===== src/rtl/core/divider_timer_with_reload_top_defines.svh =====
// Assertion macros for the divider timer block.
`ifndef DIVIDER_TIMER_WITH_RELOAD_TOP_DEFINES_SVH
`define DIVIDER_TIMER_WITH_RELOAD_TOP_DEFINES_SVH

// Same-cycle implication.
`define DTR_ASSERT_IMP(lbl, clk, rstn, ante, cons, msg) \
	lbl: assert property (@(posedge clk) disable iff (!rstn) (ante) |-> (cons)) \
		else $error(msg);

// Next-cycle implication.
`define DTR_ASSERT_NXT(lbl, clk, rstn, ante, cons, msg) \
	lbl: assert property (@(posedge clk) disable iff (!rstn) (ante) |=> (cons)) \
		else $error(msg);

`endif


===== src/rtl/core/dtr_pkg.sv =====
`default_nettype none
package dtr_pkg;

	localparam logic [1:0] ACT_TICK  = 2'd0;
	localparam logic [1:0] ACT_READ  = 2'd1;
	localparam logic [1:0] ACT_WRITE = 2'd2;

	localparam logic [1:0] REG_DIV  = 2'd0;
	localparam logic [1:0] REG_TIMA = 2'd1;
	localparam logic [1:0] REG_TMA  = 2'd2;
	localparam logic [1:0] REG_TAC  = 2'd3;

	localparam logic [7:0] CNT_MAX = 8'hFF;

	typedef struct packed {
		logic [1:0] action;
		logic [1:0] reg_sel;
		logic [7:0] write_data;
		logic [7:0] tick_count;
	} cmd_item_t;

	typedef struct packed {
		logic [7:0] read_data;
		logic       timer_irq;
	} res_item_t;

	// log2 of the counter period in machine cycles: 256, 4, 16, 64
	function automatic logic [3:0] period_shift(input logic [1:0] sel);
		logic [3:0] sh;
		case (sel)
			2'd0: sh = 4'd8;
			2'd1: sh = 4'd2;
			2'd2: sh = 4'd4;
			default: sh = 4'd6;
		endcase
		return sh;
	endfunction

endpackage
`default_nettype wire


===== src/rtl/core/dtr_in_reg.sv =====
`default_nettype none
module dtr_in_reg
	import dtr_pkg::*;
(
	input  wire logic      clk,
	input  wire logic      arst_n,
	input  wire logic      cmd_valid,
	input  wire cmd_item_t cmd,
	output logic           cmd_stall,
	input  wire logic      advance,
	output logic           valid_s1,
	output cmd_item_t      item_s1
);

	assign cmd_stall = valid_s1 && !advance;

	always_ff @(posedge clk or negedge arst_n) begin
		if (!arst_n) begin
			valid_s1 <= 1'b0;
		end else if (!cmd_stall) begin
			valid_s1 <= cmd_valid;
		end
	end

	always_ff @(posedge clk) begin
		if (!cmd_stall && cmd_valid) begin
			item_s1 <= cmd;
		end
	end

endmodule
`default_nettype wire


===== src/rtl/core/dtr_timer.sv =====
`default_nettype none
module dtr_timer
	import dtr_pkg::*;
#(
	parameter logic [15:0] DIV_RESET = 16'd43980
) (
	input  wire logic      clk,
	input  wire logic      arst_n,
	input  wire logic      fire,
	input  wire cmd_item_t item,
	output res_item_t      result
);

	logic [15:0] div_q, div_d;
	logic [7:0]  cnt_q, cnt_d;
	logic [7:0]  mod_q, mod_d;
	logic [2:0]  ctrl_q, ctrl_d;
	logic        pend_q, pend_d;

	logic [16:0] sum;
	logic [16:0] crossed;
	logic [3:0]  sh;

	assign sum     = {1'b0, div_q} + {9'b0, item.tick_count};
	assign sh      = period_shift(ctrl_q[1:0]);
	assign crossed = (sum >> sh) - ({1'b0, div_q} >> sh);

	always_comb begin
		div_d  = div_q;
		cnt_d  = cnt_q;
		mod_d  = mod_q;
		ctrl_d = ctrl_q;
		pend_d = pend_q;
		result = '0;
		unique case (item.action)
			ACT_TICK: begin
				div_d = sum[15:0];
				if (pend_q) begin
					pend_d           = 1'b0;
					result.timer_irq = 1'b1;
					cnt_d            = mod_q;
				end
				if (crossed != 17'd0 && ctrl_q[2]) begin
					if (cnt_d == CNT_MAX) begin
						cnt_d  = 8'd0;
						pend_d = 1'b1;
					end else begin
						cnt_d = cnt_d + crossed[7:0];
					end
				end
			end
			ACT_READ: begin
				unique case (item.reg_sel)
					REG_DIV:  result.read_data = div_q[15:8];
					REG_TIMA: result.read_data = cnt_q;
					REG_TMA:  result.read_data = mod_q;
					default:  result.read_data = {5'd0, ctrl_q};
				endcase
			end
			ACT_WRITE: begin
				unique case (item.reg_sel)
					REG_DIV:  div_d  = 16'd0;
					REG_TIMA: cnt_d  = item.write_data;
					REG_TMA:  mod_d  = item.write_data;
					default:  ctrl_d = item.write_data[2:0];
				endcase
			end
			default: begin
			end
		endcase
	end

	always_ff @(posedge clk or negedge arst_n) begin
		if (!arst_n) begin
			div_q  <= DIV_RESET;
			cnt_q  <= 8'd0;
			mod_q  <= 8'd0;
			ctrl_q <= 3'd0;
			pend_q <= 1'b0;
		end else if (fire) begin
			div_q  <= div_d;
			cnt_q  <= cnt_d;
			mod_q  <= mod_d;
			ctrl_q <= ctrl_d;
			pend_q <= pend_d;
		end
	end

endmodule
`default_nettype wire


===== src/rtl/core/divider_timer_with_reload_top.sv =====
// A command passes the input register, then the result register.
// Throughput: one command per cycle unless res_stall holds the result;
// the timer state update is a single registered step between the two.
// Reset: divider loads DIV_RESET, counter, modulo, control and the pending
// overflow clear, both pipeline registers empty.
`default_nettype none
`include "divider_timer_with_reload_top_defines.svh"
module divider_timer_with_reload_top
	import dtr_pkg::*;
#(
	parameter logic [15:0] DIV_RESET = 16'd43980
) (
	input  wire logic      clk,
	input  wire logic      arst_n,
	input  wire logic      cmd_valid,
	output logic           cmd_stall,
	input  wire cmd_item_t cmd,
	output logic           res_valid,
	input  wire logic      res_stall,
	output res_item_t      res
);

	logic      advance;
	logic      valid_s1;
	logic      fire;
	cmd_item_t item_s1;
	res_item_t result;

	assign advance = !res_valid || !res_stall;
	assign fire    = valid_s1 && advance;

	dtr_in_reg u_in_reg (
		.clk       (clk),
		.arst_n    (arst_n),
		.cmd_valid (cmd_valid),
		.cmd       (cmd),
		.cmd_stall (cmd_stall),
		.advance   (advance),
		.valid_s1  (valid_s1),
		.item_s1   (item_s1)
	);

	dtr_timer #(
		.DIV_RESET (DIV_RESET)
	) u_timer (
		.clk    (clk),
		.arst_n (arst_n),
		.fire   (fire),
		.item   (item_s1),
		.result (result)
	);

	always_ff @(posedge clk or negedge arst_n) begin
		if (!arst_n) begin
			res_valid <= 1'b0;
		end else if (advance) begin
			res_valid <= valid_s1;
		end
	end

	always_ff @(posedge clk) begin
		if (fire) begin
			res <= result;
		end
	end

	`DTR_ASSERT_IMP(a_stall_only_when_blocked, clk, arst_n, cmd_stall,
		res_valid && res_stall && valid_s1, "command stalled without a blocked result")
	`DTR_ASSERT_NXT(a_fire_gives_result, clk, arst_n, fire, res_valid,
		"command left the input register without a result")
	`DTR_ASSERT_IMP(a_irq_no_data, clk, arst_n, res_valid && res.timer_irq,
		res.read_data == 8'd0, "interrupt result carries read data")

endmodule
`default_nettype wire


===== config.mk =====
export PLATFORM = sky130hd
export DESIGN_NAME = divider_timer_with_reload_top
export DESIGN_NICKNAME = d
export VERILOG_FILES = /design/src/rtl/core/dtr_pkg.sv /design/src/rtl/core/dtr_in_reg.sv /design/src/rtl/core/dtr_timer.sv /design/src/rtl/core/divider_timer_with_reload_top.sv
export VERILOG_INCLUDE_DIRS = /design/src /design/src/rtl/core
export SDC_FILE = /design/constraint.sdc
export NUM_CORES = 1
export LEC_CHECK = 0
export BUFFER_PORTS_ARGS = -buffer_cell sky130_fd_sc_hd__buf_2
export CAP_MARGIN = 10
export CORE_ASPECT_RATIO = 0.75
export CORE_MARGIN = 2
export CORE_UTILIZATION = 46
export DETAILED_ROUTE_END_ITERATION = 10
export REMOVE_ABC_BUFFERS = 1
export SLEW_MARGIN = 20
export SYNTH_ARGS = -nofsm -noshare
export SYNTH_HDL_FRONTEND = slang
export SYNTH_SLANG_ARGS = --single-unit

===== constraint.sdc =====
create_clock -name clk -period 5.9 [get_ports clk]
set_input_delay 0.59 -clock clk [delete_from_list [all_inputs] [get_ports clk]]
set_output_delay 0.59 -clock clk [all_outputs]
set_load 0.01 [all_outputs]

# After elaboration in Yosys (flattened, before gate mapping)
# Cells that the tools add are included.
dict set report totals {
  elab_cells 61
  ff_bits 67
  in_bits 24
  output_inout_bits 11
}
dict set report classes {
  shift 2
  n_addsub 3
  n_mux 13
  n_reduce_logical 20
  bitwise 1
  n_eq_ne 9
}
# cell count
set op_table {}
lappend op_table {{2-to-1 mux 8 bit} 5}
lappend op_table {{one-hot mux 16 bit (2 select lines)} 1}
lappend op_table {{one-hot mux 8 bit (3 select lines)} 1}
lappend op_table {{adder 16 x 8 -> 17 bit} 1}
lappend op_table {{nonzero test 17 bit} 1}
lappend op_table {{right shift 16 x 4 -> 17 bit} 1}
lappend op_table {{right shift 17 x 4 -> 17 bit} 1}
lappend op_table {{subtractor 17 bit} 1}
lappend op_table {{2-to-1 mux 16 bit} 1}
lappend op_table {{one-hot mux 8 bit (2 select lines)} 1}
lappend op_table {{one-hot mux 4 bit (3 select lines)} 1}
lappend op_table {{AND reduction 3 bit} 4}
lappend op_table {{adder 8 bit} 1}
lappend op_table {{equality test 8 bit (second input constant)} 1}
lappend op_table {{equality test 2 x 1 -> 1 bit (second input constant)} 3}
lappend op_table {{equality test 2 bit (second input constant)} 3}
lappend op_table {{logical NOT 2 bit} 3}
lappend op_table {{logical AND 1 bit} 4}
lappend op_table {{logical NOT 1 bit} 4}
lappend op_table {{!= test 2 x 1 -> 1 bit (second input constant)} 2}
lappend op_table {{2-to-1 mux 1 bit} 3}
lappend op_table {{OR reduction 3 bit} 1}
lappend op_table {{AND reduction 2 bit} 1}
lappend op_table {{nonzero test 2 bit} 1}
lappend op_table {{other kinds (2)} 2}

# Longest topological paths before layout
# Gate-level depths: netlist of the first run.
dict set report logic_depth {
  depth_word 8
  ltp_mapped 26
  depth_no_buf 26
}

# Modules after synthesis
# From an unflattened synthesis of the first run, not the netlist that was laid out.
dict set report hier_totals {
  hier_cells 531
  hier_area_um2 5170.0
}
# module instances cells_each seq_area_each_um2 area_per_inst_um2
set modules_own_cells {}
lappend modules_own_cells {dtr_timer 1 493 912.1 4194.0}
lappend modules_own_cells {dtr_in_reg 1 25 625.6 658.1}
lappend modules_own_cells {divider_timer_with_reload_top 1 13 295.3 317.8}

# Least setup slack after synthesis of the first run
# No wires, ideal clock.
dict set report synth_timing {
  kind {reg2reg}
  from {reg u_timer.div_q[0]}
  to {reg u_timer.cnt_q[0]}
  path_stages_with_launch 24
  period_less_slack_ps 5358
  setup_time_ps 138
  slack_ps 542
  arrival_ps 5221
  required_ps 5762
  path_buffers 1
  path_cell_list {dfrtp_1 > ha_1 > inv_1 > fa_1 > nor2b_1 > o21ai_0 > a21boi_0 > o21ai_0 > a21oi_1 > xnor2_1 > o21ai_0 > o21ai_0 > ha_1 > fa_1 > nand2b_1 > a21oi_2 > o311ai_2 > and3_2 > or4_1 > or4_4 > o31ai_4 > buf_6 > mux2i_1 > o221ai_2}
}
dict set report synth_via {
  elab_chain_len 7
  elab_cells_between_ends 10
  cone_classes {3 x add/sub; 2 x shift; 3 x mux; 2 x reduce/logical}
}
# element line_no
set synth_rtl {}
lappend synth_rtl {{start, declared} dtr_timer.sv:14} ;# logic [15:0] div_q, div_d;
lappend synth_rtl {{start signal, assigned} dtr_timer.sv:81} ;# div_q <= div_d;
lappend synth_rtl {{adder 16 x 8 -> 17 bit} dtr_timer.sv:24} ;# assign sum = {1'b0, div_q} + {9'b0, item.tick_count};
lappend synth_rtl {{right shift 17 x 4 -> 17 bit} dtr_timer.sv:26} ;# assign crossed = (sum >> sh) - ({1'b0, div_q} >> sh);
lappend synth_rtl {{subtractor 17 bit *} dtr_timer.sv:26}
lappend synth_rtl {{adder 8 bit / nonzero test 17 bit (equally long branches)} {dtr_timer.sv:48, dtr_timer.sv:43}}
lappend synth_rtl {{2-to-1 mux 8 bit / logical AND 1 bit (equally long branches)} {dtr_timer.sv:44, dtr_timer.sv:43}}
lappend synth_rtl {{2-to-1 mux 8 bit *} dtr_timer.sv:43} ;# if (crossed != 17'd0 && ctrl_q[2]) begin
lappend synth_rtl {{one-hot mux 8 bit (2 select lines) *} dtr_timer.sv:35} ;# unique case (item.action)
lappend synth_rtl {{end signal, assigned} dtr_timer.sv:82} ;# cnt_q <= cnt_d;
lappend synth_rtl {{end, declared} dtr_timer.sv:15} ;# logic [7:0] cnt_q, cnt_d;
# Mark *: on every way between the ends. The rest lies on a longest branch, timed or not.
# A chain may end at the register's enable or synchronous reset.

# Final worst setup path of the first run
dict set report layout_timing {
  from {reg u_in_reg.item_s1[1] (netlist name)}
  to {reg u_timer.cnt_q[0]}
}
dict set report layout_via {
  elab_chain_len 7
  elab_cells_between_ends 9
  cone_classes {3 x add/sub; 1 x shift; 3 x mux; 2 x reduce/logical}
}
# element line_no
set layout_rtl {}
lappend layout_rtl {{adder 16 x 8 -> 17 bit *} dtr_timer.sv:24}
lappend layout_rtl {{right shift 17 x 4 -> 17 bit *} dtr_timer.sv:26}
lappend layout_rtl {{subtractor 17 bit *} dtr_timer.sv:26}
lappend layout_rtl {{adder 8 bit / nonzero test 17 bit (equally long branches)} {dtr_timer.sv:48, dtr_timer.sv:43}}
lappend layout_rtl {{2-to-1 mux 8 bit / logical AND 1 bit (equally long branches)} {dtr_timer.sv:44, dtr_timer.sv:43}}
lappend layout_rtl {{2-to-1 mux 8 bit *} dtr_timer.sv:43}
lappend layout_rtl {{one-hot mux 8 bit (2 select lines) *} dtr_timer.sv:35}
# Marked as above.

==> load_flow_metrics.sql, run 1 <==
INSERT INTO impl_metrics (metric_group, metric, value, unit) VALUES
('cells_and_area', 'area_delta_synth_final', '15.2', '%'),
('synth', 'syn_inst', '544', ''),
('grt', 'grt_pass1_wl', '21.2', 'mm'),
('pwr', 'seq_power_share', '19.1', '%'),
('grt', 'grt_overflow', '0', ''),
('cts', 'cts_buffer_depth', '2', ''),
('cts', 'cts_root_buf', 'clkbuf_16', ''),
('synth', 'synth_xor_area_share', '4.37', '%'),
('floorplan', 'die_width', '127', 'um'),
('run', 'max_cap_viol_count', '0', ''),
('worst_setup_path', 'startpoint_type', 'flip-flop', ''),
('grt', 'grt_pass1_vias', '4145', ''),
('pwr', 'power.share.switching', '44.5', '%'),
('worst_setup_path', 'worst_ep_arrival_time', '5.85', 'ns'),
('cells_and_area', 'final_net_count', '641', ''),
('synth', 'compound_gate_portion_of_the_synthesized_area', '17.5', '%'),
('worst_setup_path', 'crit_type', 'flip-flop to flip-flop', ''),
('cts', 'htree_num_levels', '3', ''),
('synth', 'yosys.area_share.simple', '16.9', '%'),
('drt', 'drt-total-wl', '13.2', 'mm'),
('timing', 'report.final.setup_viol', '0', ''),
('drt', 'drt_pass1_iterations', '5', ''),
('pwr', 'pwr_density_cell', '620', 'nW/um^2'),
('pwr', 'peakVddDrop', '279', 'uV'),
('worst_setup_path', 'worst_r2r_endpoint', 'u_timer.cnt_q[0]', ''),
('drt', 'post_dr_vias_cell', '5.99', ''),
('grt', 'antenna_violations_before_repair', '0', ''),
('placed_design', 'cell_area_after_placement', '5510', 'sq um'),
('drt', 'wirelength_per_cell', '18.2', 'um'),
('cells_and_area', 'antenna-diode-count', '0', ''),
('floorplan', 'ioPinCount', '35', ''),
('cts', 'cts_num_sinks', '67', ''),
('synth', 'synth_most_common_cell', 'nand2_1', ''),
('drt', 'drt-initial-drc-count', '263', ''),
('pwr', 'netsw', '1.65', 'mW'),
('synth', 'leading_area_contributor_after_synthesis', 'edfxtp_1', ''),
('synth', 'post_synth_mux_area_share', '12.7', '%'),
('grt', 'global_route.usage.total', '22.4', '%'),
('run_status', 'result_of_the_run', 'finished clean', ''),
('worst_setup_path', 'timing.rr.start', 'u_in_reg.item_s1[1]', ''),
('synth', 'synthesis.area', '5210', 'sq um'),
('grt', 'grt_max_degree', '39', ''),
('floorplan', 'die_area', '12200', 'sq um'),
('synth', 'number_of_enable_type_register_cells_in_the_synthesized_netlist', '29', ''),
('timing', 'drv_slew', '0', ''),
('synth', 'synth_top_family_by_area', 'compound AO/OA/AOI/OAI gates', ''),
('worst_setup_path', 'r2r_setup_slack', '0.24', 'ns'),
('cells_and_area', 'drive_gt1_share', '25.0', '%'),
('synth', 'ys.warnings.count', '0', ''),
('placed_design', 'routabilityCongestion', '0.861', ''),
('synth', 'synth_cell_types', '68', ''),
('synth', 'asyncSetResetFlopFracSynth', '56.7', '%'),
('placed_design', 'port-buffer-count', '34', ''),
('cts', 'tritoncts.num_buffers', '9', ''),
('floorplan', 'die_height', '96.2', 'um'),
('pwr', 'power_frac_comb', '67.8', '%'),
('timing', 'fmaxAchievable', '177', 'MHz'),
('cells_and_area', 'area.sequential', '1830', 'sq um'),
('synth', 'synthTopCellsByCount', 'nand2_1, o21ai_0, nor2_1, a21oi_1, ha_1', ''),
('worst_setup_path', 'critPathRequiredTime', '6.08', 'ns'),
('timing', 'timing.clock.skew', '0.00845', 'ns'),
('floorplan', 'placement_rows', '33', ''),
('pwr', 'power_leakage', '2.48', 'nW'),
('timing', 'fin_crit_sh', '96.0', '%'),
('cells_and_area', 'postLayoutCellArea', '6000', 'sq um'),
('worst_setup_path', 'ff2ff_path_depth', '20', ''),
('worst_setup_path', 'critPathCaptureType', 'flip-flop', ''),
('drt', 'drt_drc_violations_left', '0', ''),
('timing', 'tightest_slew', '1.04', 'ns'),
('cts', 'cts_tree', 'yes', ''),
('placed_design', 'detailed_place_hpwl', '9.92', 'mm');
## critical path, cell delays in order (launching register included)
cell      delay [ns]
edfxtp_1        0.40
ha_1            0.30
a21o_1          0.16
a21oi_1         0.21
o21ai_0         0.12
a31o_2          0.27
a21oi_2         0.20
nor2_1          0.12
xor2_1          0.20
mux4_2          0.51
ha_1            0.43
o211a_1         0.28
a211o_1         0.25
o311ai_2        0.12
a21oi_2         0.08
or4_1           0.52
or4_4           0.54
o31ai_4         0.30
buf_6           0.17
mux2i_2         0.23
o221ai_2        0.11
## power groups by stage
stage	clock (mW)	combinational [mW]	sequential [mW]
floorplan	0	1.82	0.697
global placement	0	2.27	0.708
detailed placement	0	2.33	0.712
CTS	0.494	2.35	0.705
global route	0.513	2.81	0.723
finish	0.487	2.52	0.709
## timing repair
item	in CTS	in global routing
gates cloned	0	1
setup endpoints to repair	8	9
pin swaps	0	11
hold buffers	0	0
gates resized for setup	5	30
setup buffers	0	8
## cell type report
class / count / share of cell area, %
tap: 140 / 2.92
multi-input combinational: 421 / 54.9
sequential: 67 / 30.5
clock inverter: 5 / 0.500
clock buffer: 11 / 4.05
inverter: 31 / 1.94
timing repair buffer: 52 / 5.11
## cells by family (layout without fill, tap and decap cells)
kind of cell    Yosys count  count (layout)
compound gates          136             136
xor+xnor                 26              26
fa+ha+maj                35              35
buf+inv                  57              99
flops                    67              67
mux                      45              45
other cells               2               3
simple gates            176             176
## sequential cells by signal, indices dropped and copies added, names as in the netlist
| name | flops |
|---|---|
| u_in_reg.valid_s1 | 1 |
| u_in_reg.item_s1 | 20 |
| u_timer.div_q | 16 |
| u_timer.pend_q | 1 |
| res | 9 |
| res_valid | 1 |
| u_timer.ctrl_q | 3 |
| u_timer.cnt_q | 8 |
| u_timer.mod_q | 8 |
## through the flow
stage	std cells	utilization (%)	hold WS, ns	setup slack, ns
floorplan	519	-	0.294	0.394
global placement	702	50.2	0.471	-0.0568
detailed placement	702	50.2	0.477	-0.178
CTS	718	52.8	0.420	0.0114
global route	727	54.6	0.419	-0.0189
finish	727	54.6	0.379	0.236
## routing by layer
metal / track usage (%) / up-vias / share of wire, %
li1: - / 2076 / -
met1: 31.5 / 2171 / 47
met2: 35.8 / 96 / 47
met3: 4.67 / 13 / 4.7
met4: 5.49 / 0 / 0.98
met5: 0 / - / 0
## worst max path at each step
stage / startpoint / endpoint
finish: u_in_reg.item_s1[1] / u_timer.cnt_q[0]
global route: u_in_reg.item_s1[1] / u_timer.cnt_q[0]
CTS: u_timer.div_q[0] / u_timer.cnt_q[0]
detailed placement: u_timer.div_q[0] / u_timer.cnt_q[0]
global placement: u_timer.div_q[0] / u_timer.cnt_q[0]
floorplan: u_timer.div_q[0] / u_timer.cnt_q[5]
## cell usage in the layout (no fill, tap or decap), drive strengths merged, types with 12 or more instances in the layout
master	count
nand3	16
inv	31
nor2b	15
nor2	39
mux4	15
a21oi	34
nor3	12
buf	52
mux2	17
xnor2	12
dfrtp	29
nand2	51
xor2	14
o21ai	41
edfxtp	29
ha	32
mux2i	13
Power figures use the tool's default switching activity.
==> run 2: changes to the inputs <==
--- a/config.mk
+++ b/config.mk
@@ -12,6 +12,8 @@
 export CORE_MARGIN = 2
 export CORE_UTILIZATION = 46
 export DETAILED_ROUTE_END_ITERATION = 10
+export GPL_TIMING_DRIVEN = 0
+export PLACE_DENSITY = 0.66
 export REMOVE_ABC_BUFFERS = 1
 export SLEW_MARGIN = 20
 export SYNTH_ARGS = -nofsm -noshare
==> constraint.sdc (replaced) <==
create_clock -name clk -period 4.8 [get_ports clk]
set_input_delay 0.48 -clock clk [delete_from_list [all_inputs] [get_ports clk]]
set_output_delay 0.48 -clock clk [all_outputs]
set_load 0.01 [all_outputs]
==> load_flow_metrics.sql, run 2 (synthesis results as in run 1) <==
INSERT INTO impl_metrics (metric_group, metric, value, unit) VALUES
('floorplan', 'start_util', '47.4', '%'),
('grt', 'antenna_violations_before_repair', '0', ''),
('cts', 'clkTransAtPathRegs', '0.06', 'ns'),
('grt', 'grt_pass1_vias', '4193', ''),
('pwr', 'peakVddDrop', '427', 'uV'),
('timing', 'finalWorstSetupSlack', '-0.636', 'ns'),
('drt', 'drt_pass1_iterations', '5', ''),
('grt', 'global_route.usage.total', '22.4', '%'),
('cts', 'cts_tree', 'yes', ''),
('cells_and_area', 'most-common-layout-cells', 'nand2_1, nor2_1, buf_2', ''),
('cts', 'tritoncts.num_buffers', '9', ''),
('grt', 'grt_max_degree', '39', ''),
('cells_and_area', 'largest-register', 'u_in_reg.item_s1', ''),
('placed_design', 'placed_cells_incl_taps', '694', ''),
('cells_and_area', 'postLayoutCoreUtil', '58.4', '%'),
('grt', 'grt_overflow', '0', ''),
('run', 'max_cap_viol_count', '0', ''),
('cells_and_area', 'fillerInstances', '895', ''),
('drt', 'routed-via-count', '4478', ''),
('timing', 'totalNegativeSetupSlack', '-5.18', 'ns'),
('timing', 'rsz0062_at_grt', 'true', ''),
('worst_setup_path', 'critPathRequiredTime', '5.02', 'ns'),
('floorplan', 'die_height', '96.2', 'um'),
('cells_and_area', 'postLayoutCellArea', '6410', 'sq um'),
('cts', 'post_cts_hold_buffer_count', '0', ''),
('cts', 'cts_buffer_depth', '2', ''),
('drt', 'wirelength_per_cell', '18.5', 'um'),
('timing', 'maxSlewHeadroom', '28.9', '%'),
('cts', 'clock_network_latency_to_the_later_pin_of_the_worst_skew_pair', '0.34', 'ns'),
('cells_and_area', 'area.sequential', '1830', 'sq um'),
('cells_and_area', 'multi_input_comb_area', '3540', 'sq um'),
('worst_setup_path', 'crit_type', 'flip-flop to flip-flop', ''),
('timing', 'fmaxAchievable', '184', 'MHz'),
('cells_and_area', 'largest_register_ff_count', '20', ''),
('cells_and_area', 'instances_no_fill', '739', ''),
('run_status', 'failed_checks', 'setup timing', ''),
('floorplan', 'placement_rows', '33', ''),
('cells_and_area', 'mostFrequentLayoutCell', 'nand2_1', ''),
('grt', 'grt_pass1_wl', '21.2', 'mm'),
('cts', 'htree_num_levels', '3', ''),
('cts', 'cts_root_buf', 'clkbuf_16', ''),
('pwr', 'pwr_density_cell', '835', 'nW/um^2'),
('pwr', 'total_power', '5.35', 'mW'),
('run_status', 'result_of_the_run', 'finished with violations', ''),
('placed_design', 'detailed_place_hpwl', '9.21', 'mm'),
('timing', 'timing_hold_violations_final', '0', ''),
('timing', 'fin_worst_hold_slack', '0.269', 'ns'),
('floorplan', 'fp.coreArea', '11000', 'sq um'),
('drt', 'detail-route-antenna-nets', '0', ''),
('placed_design', 'pre_cts_worst_setup_slack', '-1.85', 'ns'),
('worst_setup_path', 'critPathCaptureType', 'flip-flop', ''),
('floorplan', 'ioPinCount', '35', ''),
('floorplan', 'die_width', '127', 'um'),
('hold_path', 'timing.hold.worst.class', 'input pin to async pin', ''),
('cts', 'cts_num_sinks', '67', ''),
('worst_setup_path', 'worst_ep_arrival_time', '5.65', 'ns'),
('floorplan', 'die_area', '12200', 'sq um'),
('timing', 'timing.clock.skew', '0.00863', 'ns'),
('placed_design', 'routabilityCongestion', '0.884', ''),
('pwr', 'power_leakage', '2.65', 'nW'),
('cells_and_area', 'reg.largest.list', 'u_in_reg.item_s1 x20, u_timer.div_q x16, res x9', ''),
('cells_and_area', 'area_delta_synth_final', '23.0', '%'),
('timing', 'fin_crit_sh', '113', '%'),
('drt', 'drt-total-wl', '13.7', 'mm'),
('cells_and_area', 'drive_gt1_share', '32.1', '%'),
('placed_design', 'port-buffer-count', '34', ''),
('placed_design', 'cell_area_after_placement', '5460', 'sq um'),
('timing', 'drv_slew', '0', ''),
('drt', 'drt-initial-drc-count', '409', ''),
('timing', 'report.final.setup_viol', '9', ''),
('cells_and_area', 'final_net_count', '653', ''),
('drt', 'post_dr_vias_cell', '6.06', ''),
('worst_setup_path', 'startpoint_type', 'flip-flop', ''),
('worst_setup_path', 'timing.critical_path.fanout_max', '6', ''),
('drt', 'drt_drc_violations_left', '0', ''),
('timing', 'tightest_slew', '1.07', 'ns'),
('cells_and_area', 'antenna-diode-count', '0', ''),
('timing', 'post-route-min-period', '5.44', 'ns');
==> run 2: cell count changes in the layout (fill, tap and decap cells not counted), sizes merged <==
cell / delta
buf: +12
clkinvlp: -1
bufinv: +1
clkinv: -1
inv: +1
==> run 2: layout make-up <==
type                       count  share of cell area, %
sequential                    67                   28.6
clock buffer                  11                   3.94
timing repair buffer          64                   6.66
multi-input combinational    421                   55.3
inverter                      31                   1.82
clock inverter                 5                  0.937
tap                          140                   2.73
==> run 2: worst paths after layout <==
| kind | from | end | slack, ns | depth (start not counted) |
|---|---|---|---|---|
| min | arst_n | u_timer.mod_q[4] | 0.27 | 1 |
| min reg2reg | u_in_reg.valid_s1 | res_valid | 0.49 | 1 |
| max reg2reg | u_timer.div_q[6] | u_timer.cnt_q[6] | -0.64 | 22 |
| max | u_timer.div_q[6] | u_timer.cnt_q[6] | -0.64 | 22 |
| min in group clk | cmd[5] | u_in_reg.item_s1[5] | 0.31 | 1 |
| max in group asynchronous | arst_n | u_timer.ctrl_q[0] | 3.90 | 1 |
==> run 2: power breakdown <==
part / switching, mW / internal, mW / total, mW
clock network: 0.253 / 0.432 / 0.685
registers: 0.181 / 0.736 / 0.918
logic: 1.91 / 1.84 / 3.75
==> run 2: what timing repair did <==
action | CTS | global route
buffers inserted | 19 | 10
pin swaps | 30 | 22
resized for setup | 68 | 23
setup endpoints to repair | 9 | 9
==> run 2: worst max-delay path, stage by stage, from the launching register on <==
cell	delay (ns)
dfstp_2	0.59
ha_1	0.30
or3_1	0.32
o21ai_1	0.27
a21oi_2	0.09
buf_4	0.20
xnor2_2	0.15
o21ai_1	0.17
o21ai_2	0.11
ha_2	0.24
fa_2	0.42
nand2b_4	0.17
a21oi_4	0.15
o311ai_4	0.13
and3_2	0.22
or4_1	0.49
or4_4	0.54
o31ai_4	0.22
buf_12	0.16
buf_8	0.11
buf_6	0.10
or3_4	0.11
nand3_2	0.05
==> run 2: per-layer routing <==
metal  part of all wire (%)  global-route usage [%]  up-vias  routed length, um
met5                      0                       0        -                  0
met3                    6.0                    5.28       12                828
li1                       -                       -     2099                  -
met1                     44                    30.8     2224               6070
met2                     48                    36.5      143               6620
met4                    1.3                    4.95        0                180
